File: config.mk
export PLATFORM = sky130hd
export DESIGN_NAME = stepper_move_step_tracker_flat
export DESIGN_NICKNAME = d
export VERILOG_FILES = /design/src/rtl/smt_pkg.sv /design/src/rtl/smt_if.sv /design/src/rtl/smt_next.sv /design/src/rtl/smt_state.sv /design/src/rtl/stepper_move_step_tracker.sv /design/src/flat_wrapper.sv
export SDC_FILE = /design/constraint.sdc
export NUM_CORES = 1
export LEC_CHECK = 0
export BUFFER_PORTS_ARGS = -buffer_cell sky130_fd_sc_hd__buf_2
export CAP_MARGIN = 20
export CORE_AREA = 2 2 208 210
export DETAILED_ROUTE_END_ITERATION = 8
export DIE_AREA = 0 0 210 212
export GPL_TIMING_DRIVEN = 0
export PLACE_DENSITY = 0.81
export SYNTH_ARGS = -nofsm -noshare
export SYNTH_HDL_FRONTEND = slang
export SYNTH_HIERARCHICAL = 1
export SYNTH_SLANG_ARGS = --single-unit
File: constraint.sdc
create_clock -name clk -period 12 [get_ports clk]
set_clock_uncertainty 0.15 [all_clocks]
set_input_delay 1.2 -clock clk [delete_from_list [all_inputs] [get_ports clk]]
set_output_delay 1.2 -clock clk [all_outputs]
set_load 0.01 [all_outputs]
File: src/rtl/smt_pkg.sv
// ----------------------------------------------------------------------------
// smt_pkg: shared types for the stepper step tracker
// Item modes, input and result item structs and the axis state record.
// ----------------------------------------------------------------------------
package smt_pkg;

	// Item modes
	typedef enum logic [2:0] {
		MODE_STEP     = 3'd0,
		MODE_MOVE     = 3'd1,
		MODE_PAUSE    = 3'd2,
		MODE_UNPAUSE  = 3'd3,
		MODE_SET_RATE = 3'd4,
		MODE_FIN_ACK  = 3'd5,
		MODE_SET_SYNC = 3'd6,
		MODE_SET_KEEP = 3'd7
	} mode_t;

	typedef struct packed {
		logic [2:0]  mode;
		logic        dir_req;
		logic [31:0] count;
		logic [31:0] rate_req;
		logic        flag;
	} in_item_t;

	typedef struct packed {
		logic               step_pulse;
		logic               dir_level;
		logic signed [31:0] position;
		logic               finished;
		logic               moving_now;
		logic               active;
		logic               sync_pulse;
		logic               finish_event;
		logic [31:0]        rate_now;
	} out_item_t;

	// Axis bookkeeping state
	typedef struct packed {
		logic [31:0] steps_done;
		logic [31:0] steps_target;
		logic        direction_bit;
		logic [31:0] position_count;
		logic        moving_bit;
		logic        finished_bit;
		logic        keep_bit;
		logic        paused_bit;
		logic [31:0] sync_step;
		logic [31:0] rate_reg;
		logic        active_bit;
	} state_t;

	// State after reset: everything clear, move finished
	localparam state_t STATE_RESET = '{
		steps_done:     32'd0,
		steps_target:   32'd0,
		direction_bit:  1'b0,
		position_count: 32'd0,
		moving_bit:     1'b0,
		finished_bit:   1'b1,
		keep_bit:       1'b0,
		paused_bit:     1'b0,
		sync_step:      32'd0,
		rate_reg:       32'd0,
		active_bit:     1'b0
	};

endpackage

File: src/rtl/smt_if.sv
// ----------------------------------------------------------------------------
// smt_if: valid/ready channels of the stepper step tracker
// Command channel carries input items, response channel carries results.
// ----------------------------------------------------------------------------
interface smt_cmd_if;
	logic        valid;
	logic        ready;
	logic [2:0]  mode;
	logic        dir_req;
	logic [31:0] count;
	logic [31:0] rate_req;
	logic        flag;

	modport source (output valid, mode, dir_req, count, rate_req, flag, input ready);
	modport sink   (input valid, mode, dir_req, count, rate_req, flag, output ready);
endinterface

interface smt_rsp_if;
	logic               valid;
	logic               ready;
	logic               step_pulse;
	logic               dir_level;
	logic signed [31:0] position;
	logic               finished;
	logic               moving_now;
	logic               active;
	logic               sync_pulse;
	logic               finish_event;
	logic [31:0]        rate_now;

	modport source (output valid, step_pulse, dir_level, position, finished, moving_now,
		active, sync_pulse, finish_event, rate_now, input ready);
	modport sink   (input valid, step_pulse, dir_level, position, finished, moving_now,
		active, sync_pulse, finish_event, rate_now, output ready);
endinterface

File: src/rtl/smt_next.sv
// ----------------------------------------------------------------------------
// smt_next: next-state and result logic
// Applies one item to the axis state and forms the result item.
// ----------------------------------------------------------------------------
module smt_next (
	input  smt_pkg::state_t    cur,
	input  smt_pkg::in_item_t  item,
	input  logic [31:0]        min_rate,
	output smt_pkg::state_t    nxt,
	output smt_pkg::out_item_t res
);
	import smt_pkg::*;

	logic [31:0] done_inc;
	logic [31:0] extra;
	logic [31:0] cnt_plus;
	logic [31:0] cnt_diff;
	logic        cnt_lt;
	logic        overshoot;
	logic        mv_dir;
	logic [31:0] mv_count;
	logic [31:0] mv_done;
	logic [31:0] req_rate;
	logic [31:0] clamped;
	logic        pulse;
	logic        sync;
	logic        fin_ev;

	// Shared arithmetic, evaluated in parallel
	assign done_inc  = cur.steps_done + 32'd1;
	assign extra     = cur.steps_done - cur.steps_target;
	assign cnt_plus  = item.count + extra;
	assign cnt_diff  = extra - item.count;
	assign cnt_lt    = item.count < extra;
	assign overshoot = cur.finished_bit && cur.moving_bit
		&& (cur.steps_done > cur.steps_target);
	assign req_rate  = item.rate_req;
	assign clamped   = (req_rate < min_rate) ? min_rate : req_rate;

	// Overshoot folding for a new move
	always_comb begin
		mv_dir   = item.dir_req;
		mv_count = item.count;
		mv_done  = '0;
		if (overshoot) begin
			if (item.dir_req != cur.direction_bit) begin
				mv_count = cnt_plus;
			end else if (cnt_lt) begin
				mv_dir   = ~item.dir_req;
				mv_count = cnt_diff;
			end else begin
				mv_done  = extra;
			end
		end
	end

	// State update per mode
	always_comb begin
		nxt    = cur;
		pulse  = 1'b0;
		sync   = 1'b0;
		fin_ev = 1'b0;
		case (mode_t'(item.mode))
			MODE_STEP: begin
				if (cur.active_bit) begin
					pulse = 1'b1;
					nxt.steps_done     = done_inc;
					nxt.position_count = cur.direction_bit ? cur.position_count - 32'd1
						: cur.position_count + 32'd1;
					if (!cur.finished_bit) begin
						if ((cur.sync_step != '0) && (done_inc == cur.sync_step)) begin
							sync          = 1'b1;
							nxt.sync_step = '0;
						end
						if (done_inc >= cur.steps_target) begin
							nxt.finished_bit = 1'b1;
							fin_ev           = 1'b1;
							if (!cur.keep_bit) begin
								nxt.moving_bit = 1'b0;
							end
						end
					end
				end
			end
			MODE_MOVE: begin
				nxt.steps_done    = mv_done;
				nxt.direction_bit = mv_dir;
				nxt.steps_target  = mv_count;
				nxt.keep_bit      = 1'b0;
				if (mv_count > mv_done) begin
					if (req_rate != '0) begin
						nxt.rate_reg = clamped;
					end
					nxt.moving_bit   = 1'b1;
					nxt.finished_bit = 1'b0;
				end else begin
					nxt.moving_bit   = 1'b0;
					nxt.finished_bit = 1'b1;
					fin_ev           = 1'b1;
				end
				nxt.active_bit = nxt.moving_bit && !cur.paused_bit && (mv_count != '0);
			end
			MODE_PAUSE: begin
				nxt.paused_bit = 1'b1;
				nxt.active_bit = 1'b0;
			end
			MODE_UNPAUSE: begin
				nxt.paused_bit = 1'b0;
				nxt.active_bit = cur.moving_bit && (cur.steps_target != '0);
			end
			MODE_SET_RATE: begin
				nxt.rate_reg = clamped;
			end
			MODE_FIN_ACK: begin
				// not moving, so active always recomputes to zero
				if (!cur.moving_bit) begin
					nxt.active_bit = 1'b0;
				end
			end
			MODE_SET_SYNC: begin
				nxt.sync_step = item.count;
			end
			MODE_SET_KEEP: begin
				nxt.keep_bit = item.flag;
			end
			default: begin
				nxt = cur;
			end
		endcase
	end

	// Result item
	always_comb begin
		res.step_pulse   = pulse;
		res.dir_level    = nxt.direction_bit;
		res.position     = $signed(nxt.position_count);
		res.finished     = nxt.finished_bit;
		res.moving_now   = nxt.moving_bit;
		res.active       = nxt.active_bit;
		res.sync_pulse   = sync;
		res.finish_event = fin_ev;
		res.rate_now     = nxt.rate_reg;
	end

endmodule

File: src/rtl/smt_state.sv
// ----------------------------------------------------------------------------
// smt_state: axis state and minimum-rate registers
// State advances when an item leaves the input stage; min_rate is written
// through the configuration port.
// ----------------------------------------------------------------------------
module smt_state (
	input  logic            clk,
	input  logic            arst_n,
	input  logic            en,
	input  smt_pkg::state_t nxt,
	input  logic            cfg_we,
	input  logic [31:0]     cfg_wdata,
	output smt_pkg::state_t cur,
	output logic [31:0]     min_rate
);
	import smt_pkg::*;

	state_t      state_q;
	logic [31:0] min_rate_q;

	// Axis state
	always_ff @(posedge clk or negedge arst_n) begin
		if (!arst_n) begin
			state_q <= STATE_RESET;
		end else if (en) begin
			state_q <= nxt;
		end
	end

	// Minimum rate register
	always_ff @(posedge clk or negedge arst_n) begin
		if (!arst_n) begin
			min_rate_q <= '0;
		end else if (cfg_we) begin
			min_rate_q <= cfg_wdata;
		end
	end

	assign cur      = state_q;
	assign min_rate = min_rate_q;

endmodule

File: src/rtl/stepper_move_step_tracker.sv
// ----------------------------------------------------------------------------
// stepper_move_step_tracker: step and position bookkeeping for one axis
// A result passes the input register, then the result register, to rsp.
// Throughput: one item per cycle unless a held result stalls the channel;
// the state update of an item completes in the cycle it leaves the input
// register, so the next item sees it at once.
// Reset (arst_n low): state cleared, move finished, min_rate 0, channels empty.
// ----------------------------------------------------------------------------
module stepper_move_step_tracker (
	input  logic        clk,
	input  logic        arst_n,
	smt_cmd_if.sink     cmd,
	smt_rsp_if.source   rsp,
	input  logic        cfg_we,
	input  logic [31:0] cfg_wdata
);
	import smt_pkg::*;

	logic      valid_s1;
	in_item_t  item_s1;
	logic      adv_s1;
	logic      valid_q;
	out_item_t res_q;
	out_item_t res;
	state_t    cur;
	state_t    nxt;
	logic [31:0] min_rate;

	// Handshake: item moves on when the result register is free or drains
	assign adv_s1    = valid_s1 && (!valid_q || rsp.ready);
	assign cmd.ready = !valid_s1 || adv_s1;

	// Input register
	always_ff @(posedge clk or negedge arst_n) begin
		if (!arst_n) begin
			valid_s1 <= 1'b0;
		end else if (cmd.ready) begin
			valid_s1 <= cmd.valid;
		end
	end

	always_ff @(posedge clk) begin
		if (cmd.valid && cmd.ready) begin
			item_s1.mode     <= cmd.mode;
			item_s1.dir_req  <= cmd.dir_req;
			item_s1.count    <= cmd.count;
			item_s1.rate_req <= cmd.rate_req;
			item_s1.flag     <= cmd.flag;
		end
	end

	smt_state u_state (
		.clk       (clk),
		.arst_n    (arst_n),
		.en        (adv_s1),
		.nxt       (nxt),
		.cfg_we    (cfg_we),
		.cfg_wdata (cfg_wdata),
		.cur       (cur),
		.min_rate  (min_rate)
	);

	smt_next u_next (
		.cur      (cur),
		.item     (item_s1),
		.min_rate (min_rate),
		.nxt      (nxt),
		.res      (res)
	);

	// Result register
	always_ff @(posedge clk or negedge arst_n) begin
		if (!arst_n) begin
			valid_q <= 1'b0;
		end else if (adv_s1) begin
			valid_q <= 1'b1;
		end else if (rsp.ready) begin
			valid_q <= 1'b0;
		end
	end

	always_ff @(posedge clk) begin
		if (adv_s1) begin
			res_q <= res;
		end
	end

	assign rsp.valid        = valid_q;
	assign rsp.step_pulse   = res_q.step_pulse;
	assign rsp.dir_level    = res_q.dir_level;
	assign rsp.position     = res_q.position;
	assign rsp.finished     = res_q.finished;
	assign rsp.moving_now   = res_q.moving_now;
	assign rsp.active       = res_q.active;
	assign rsp.sync_pulse   = res_q.sync_pulse;
	assign rsp.finish_event = res_q.finish_event;
	assign rsp.rate_now     = res_q.rate_now;

`ifndef SYNTHESIS
	// A sync pulse only comes with a step
	a_sync_with_step: assert property (@(posedge clk) disable iff (!arst_n)
		valid_q && res_q.sync_pulse |-> res_q.step_pulse)
		else $error("sync pulse without step");

	// A finish event leaves the move finished
	a_fin_event: assert property (@(posedge clk) disable iff (!arst_n)
		valid_q && res_q.finish_event |-> res_q.finished)
		else $error("finish event but move not finished");

	// Position only changes when an item is processed
	a_pos_hold: assert property (@(posedge clk) disable iff (!arst_n)
		!adv_s1 |=> $stable(cur.position_count))
		else $error("position changed without an item");

	// Result register only refills when the previous result is taken or empty
	a_no_overwrite: assert property (@(posedge clk) disable iff (!arst_n)
		valid_q && !rsp.ready |-> !adv_s1)
		else $error("pending result overwritten");
`endif

endmodule
File: src/flat_wrapper.sv
// flat-port wrapper written by rule: the top's interface ports become plain ports
module stepper_move_step_tracker_flat import smt_pkg::*;
  (clk, arst_n, cfg_we, cfg_wdata, cmd_valid, cmd_mode, cmd_dir_req, cmd_count, cmd_rate_req, cmd_flag, cmd_ready, rsp_valid, rsp_step_pulse, rsp_dir_level, rsp_position, rsp_finished, rsp_moving_now, rsp_active, rsp_sync_pulse, rsp_finish_event, rsp_rate_now, rsp_ready);
  smt_cmd_if cmd_i ();
  smt_rsp_if rsp_i ();
  input  logic clk;
  input  logic arst_n;
  input  logic cfg_we;
  input  logic [31:0] cfg_wdata;
  input wire logic [$bits(cmd_i.valid)-1:0] cmd_valid;
  input wire logic [$bits(cmd_i.mode)-1:0] cmd_mode;
  input wire logic [$bits(cmd_i.dir_req)-1:0] cmd_dir_req;
  input wire logic [$bits(cmd_i.count)-1:0] cmd_count;
  input wire logic [$bits(cmd_i.rate_req)-1:0] cmd_rate_req;
  input wire logic [$bits(cmd_i.flag)-1:0] cmd_flag;
  output wire logic [$bits(cmd_i.ready)-1:0] cmd_ready;
  output wire logic [$bits(rsp_i.valid)-1:0] rsp_valid;
  output wire logic [$bits(rsp_i.step_pulse)-1:0] rsp_step_pulse;
  output wire logic [$bits(rsp_i.dir_level)-1:0] rsp_dir_level;
  output wire logic [$bits(rsp_i.position)-1:0] rsp_position;
  output wire logic [$bits(rsp_i.finished)-1:0] rsp_finished;
  output wire logic [$bits(rsp_i.moving_now)-1:0] rsp_moving_now;
  output wire logic [$bits(rsp_i.active)-1:0] rsp_active;
  output wire logic [$bits(rsp_i.sync_pulse)-1:0] rsp_sync_pulse;
  output wire logic [$bits(rsp_i.finish_event)-1:0] rsp_finish_event;
  output wire logic [$bits(rsp_i.rate_now)-1:0] rsp_rate_now;
  input wire logic [$bits(rsp_i.ready)-1:0] rsp_ready;
  assign cmd_i.valid = cmd_valid;
  assign cmd_i.mode = cmd_mode;
  assign cmd_i.dir_req = cmd_dir_req;
  assign cmd_i.count = cmd_count;
  assign cmd_i.rate_req = cmd_rate_req;
  assign cmd_i.flag = cmd_flag;
  assign cmd_ready = cmd_i.ready;
  assign rsp_valid = rsp_i.valid;
  assign rsp_step_pulse = rsp_i.step_pulse;
  assign rsp_dir_level = rsp_i.dir_level;
  assign rsp_position = rsp_i.position;
  assign rsp_finished = rsp_i.finished;
  assign rsp_moving_now = rsp_i.moving_now;
  assign rsp_active = rsp_i.active;
  assign rsp_sync_pulse = rsp_i.sync_pulse;
  assign rsp_finish_event = rsp_i.finish_event;
  assign rsp_rate_now = rsp_i.rate_now;
  assign rsp_i.ready = rsp_ready;
  stepper_move_step_tracker u_core (.clk(clk), .arst_n(arst_n), .cmd(cmd_i), .rsp(rsp_i), .cfg_we(cfg_we), .cfg_wdata(cfg_wdata));
endmodule
==> flow_summary.json <==
{
  "cts_tree": "yes",
  "multi_input_comb_area_um2": 14790,
  "grt_pass1_wl_um": 123600,
  "initial_utilization_pct": 60.75,
  "drcViolationCount": 0,
  "cpPeakStageDelay_ps": 690,
  "ys_types": 92,
  "clk_latency_ps": 580,
  "intPower_mw": 3.667,
  "clk_pin_slew_ps": 60,
  "synthArstFlopShare_pct": 58.82,
  "netlist_top_cells_count": "ha_1, nand2_1, mux2_2",
  "whs_ps": 356.1,
  "hold_class": "reg2reg",
  "grt_max_degree": 119,
  "required_ps": 12300,
  "met1_usage_pct": 47.70,
  "wl_per_cell_um": 22.80,
  "startpoint_type": "flip-flop",
  "globalplace.congestion": 0.9749,
  "clock_power_share_pct": 19.0,
  "clock-sinks": 340,
  "fin_nets": 3278,
  "cp_max_fo": 10,
  "final_hold_viol_count": 0,
  "synthTopCellsByArea": "dfrtp_1, edfxtp_1, ha_1, mux2_2, o21ai_0",
  "ys_ff_latch": 340,
  "yosys_warnings": 6,
  "grt_pass1_vias": 22440,
  "outcome": "completed",
  "ys.flop_type": "dfrtp_1",
  "synth.top_cell.area_share_pct": 19.29,
  "num_vias": 23120,
  "use_met3_pct": 6.573,
  "grt_usage_pct": 35.50,
  "ir_drop_mv": 0.1562,
  "netlist_instances": 2721,
  "relSlewSlack_pct": 18.21,
  "setup_violations": 0,
  "synth_top_area_cell": "dfrtp_1",
  "yosysMostFrequentCell": "ha_1",
  "cp_slowest_cell": "nor4_2",
  "critPathKind": "reg2reg",
  "hpwlAfterDp_um": 61110,
  "setup_tns_ps": 0,
  "place_ws_ps": 382.0,
  "cts_root_buf": "clkbuf_16",
  "cp.arrival_ps": 11940,
  "fin_ws_ps": 359.2,
  "ios": 179,
  "rows": 76,
  "sw_frac_of_total_pct": 43.57,
  "synth_fp_nets": 3052,
  "cpLargestDelayFamily": "compound AO/OA/AOI/OAI gates",
  "tightest_slew_ps": 1227,
  "wl_um": 80390,
  "clock.fmax_ghz": 0.08590,
  "seq_area_um2": 9210,
  "fin_crit_ps": 11640,
  "die_h_um": 212,
  "io_buffers": 177,
  "synth-edff-count": 140,
  "core_area_um2": 42510,
  "fp.dieArea_um2": 44520,
  "maxCapViolCount": 0,
  "p_sw_mw": 2.831,
  "cpMostUsedCell": "ha_1",
  "endpoint_kind": "flip-flop",
  "grt_busiest_layer": "met2",
  "maxSlewViolCount": 0,
  "numCtsBuffers": 39,
  "fin_crit_sh_pct": 97.01,
  "powerDensity_nw_per_um2": 225.3,
  "die_w_um": 210,
  "htree_levels": 2,
  "p_total_mw": 6.498,
  "syn_area_per_cell_um2": 9.490,
  "use_met2_pct": 56.18,
  "drtPass1Iterations": 9,
  "antenna_found_initial": 4,
  "drt-initial-drc-count": 2660,
  "synth-seq-area-share_pct": 35.67,
  "syn-cell-area_um2": 25820,
  "drive_gt1_share_pct": 19.89,
  "power_leakage_nw": 12.94,
  "grt_overflow": 0,
  "grt_setup_unrepaired": "false",
  "critPathBufInv": 7,
  "pwr-share-seq_pct": 27.7,
  "fillerInstances": 3268,
  "fin_util_pct": 67.85,
  "area_growth_pct": 11.70,
  "power_frac_comb_pct": 53.4,
  "ant_nets": 0,
  "viasPerCell": 6.557,
  "cts_buffer_depth": 3
}
power groups by stage:
| stage | combinational [mW] | sequential (mW) | clock (mW) |
|---|---|---|---|
| after detailed placement | 3.33 | 1.81 | 0 |
| after global placement | 3.19 | 1.80 | 0 |
| after floorplan | 2.44 | 1.76 | 0 |
| after CTS | 3.36 | 1.79 | 1.25 |
| after global routing | 3.76 | 1.83 | 1.29 |
| final | 3.47 | 1.80 | 1.23 |
timing repair:
action / CTS / global route
gates resized for setup: 0 / 5
buffers inserted: 0 / 0
hold buffers: 0 / 0
endpoints found under the setup margin: 0 / 64
endpoints found under the hold margin: 0 / 0
per-layer routing:
| metal | routed length [µm] | vias up | share of wire (%) |
|---|---|---|---|
| met5 | 0 | - | 0 |
| met4 | 3739 | 0 | 4.7 |
| met3 | 7733 | 229 | 9.6 |
| met2 | 36270 | 1225 | 45 |
| met1 | 32650 | 11170 | 41 |
| li1 | - | 10490 | - |
worst paths after layout:
kind                                                  endpoint  slack [ps]                                 from  cells after the start
setup / recovery             u_core/rsp.rate_now[23]$_DFFE_PP_         360  u_core/u_state/cur[134]$_DFFE_PN0P_                     38
hold / removal             u_core/u_state/cur[100]$_DFFE_PN0P_         360  u_core/u_state/cur[100]$_DFFE_PN0P_                      1
min in group asynchronous  u_core/u_state/cur[128]$_DFFE_PN0P_         480                               arst_n                      1
max in group asynchronous  u_core/u_state/cur[138]$_DFFE_PN0P_       10160                               arst_n                      2
hold reg to reg            u_core/u_state/cur[100]$_DFFE_PN0P_         360  u_core/u_state/cur[100]$_DFFE_PN0P_                      1
setup reg to reg             u_core/rsp.rate_now[23]$_DFFE_PP_         360  u_core/u_state/cur[134]$_DFFE_PN0P_                     38
cell usage in the layout, fill, tap and decap left out, types with 63 or more instances in the layout:
cell	n
buf_2	189
nand2_1	218
o21ai_0	172
clkbuf_1	90
nor2_1	153
xor2_1	63
buf_4	80
mux2_2	201
a21o_1	65
inv_1	183
edfxtp_1	140
ha_1	221
nand3_1	79
xnor2_1	68
dfrtp_1	199
a21oi_1	129
flip-flops by register name, summed over array words and instances, names as in the netlist:
register / count
u_core/u_state/min_rate: 32
u_core/rsp.valid: 1
u_core/rsp.moving_now: 1
u_core/rsp.rate_now: 32
u_core/item_s1: 69
u_core/u_state/cur: 166
u_core/rsp.dir_level: 1
u_core/rsp.finished: 1
u_core/rsp.sync_pulse: 1
u_core/rsp.active: 1
u_core/rsp.step_pulse: 1
u_core/valid_s1: 1
u_core/rsp.finish_event: 1
u_core/rsp.position: 32
stage by stage:
stage,area [µm²],instances
2_1_floorplan,25820,2721
4_1_cts,28790,3520
6_report,28840,3526
3_3_place_gp,27390,3444
5_1_grt,28840,3526
3_5_place_dp,27490,3449
cells by family after synthesis:
family	count (synthesis)	synth area share [%]
simple gates	729	13.84
compound gates	715	18.85
buf+inv	373	7.123
flops	340	35.67
fa+ha+maj	225	11.02
mux	208	9.047
xor+xnor	131	4.443
layout make-up:
class	instances	share of cell area, %
antenna	3	0.02603
buffer	190	4.000
clock buffer	53	3.748
clock inverter	18	0.7722
inverter	183	2.382
multi-input combinational	2008	51.26
sequential	340	31.93
tap	546	2.369
timing repair buffer	185	3.505
No activity file was read; power rests on OpenSTA's default activity.
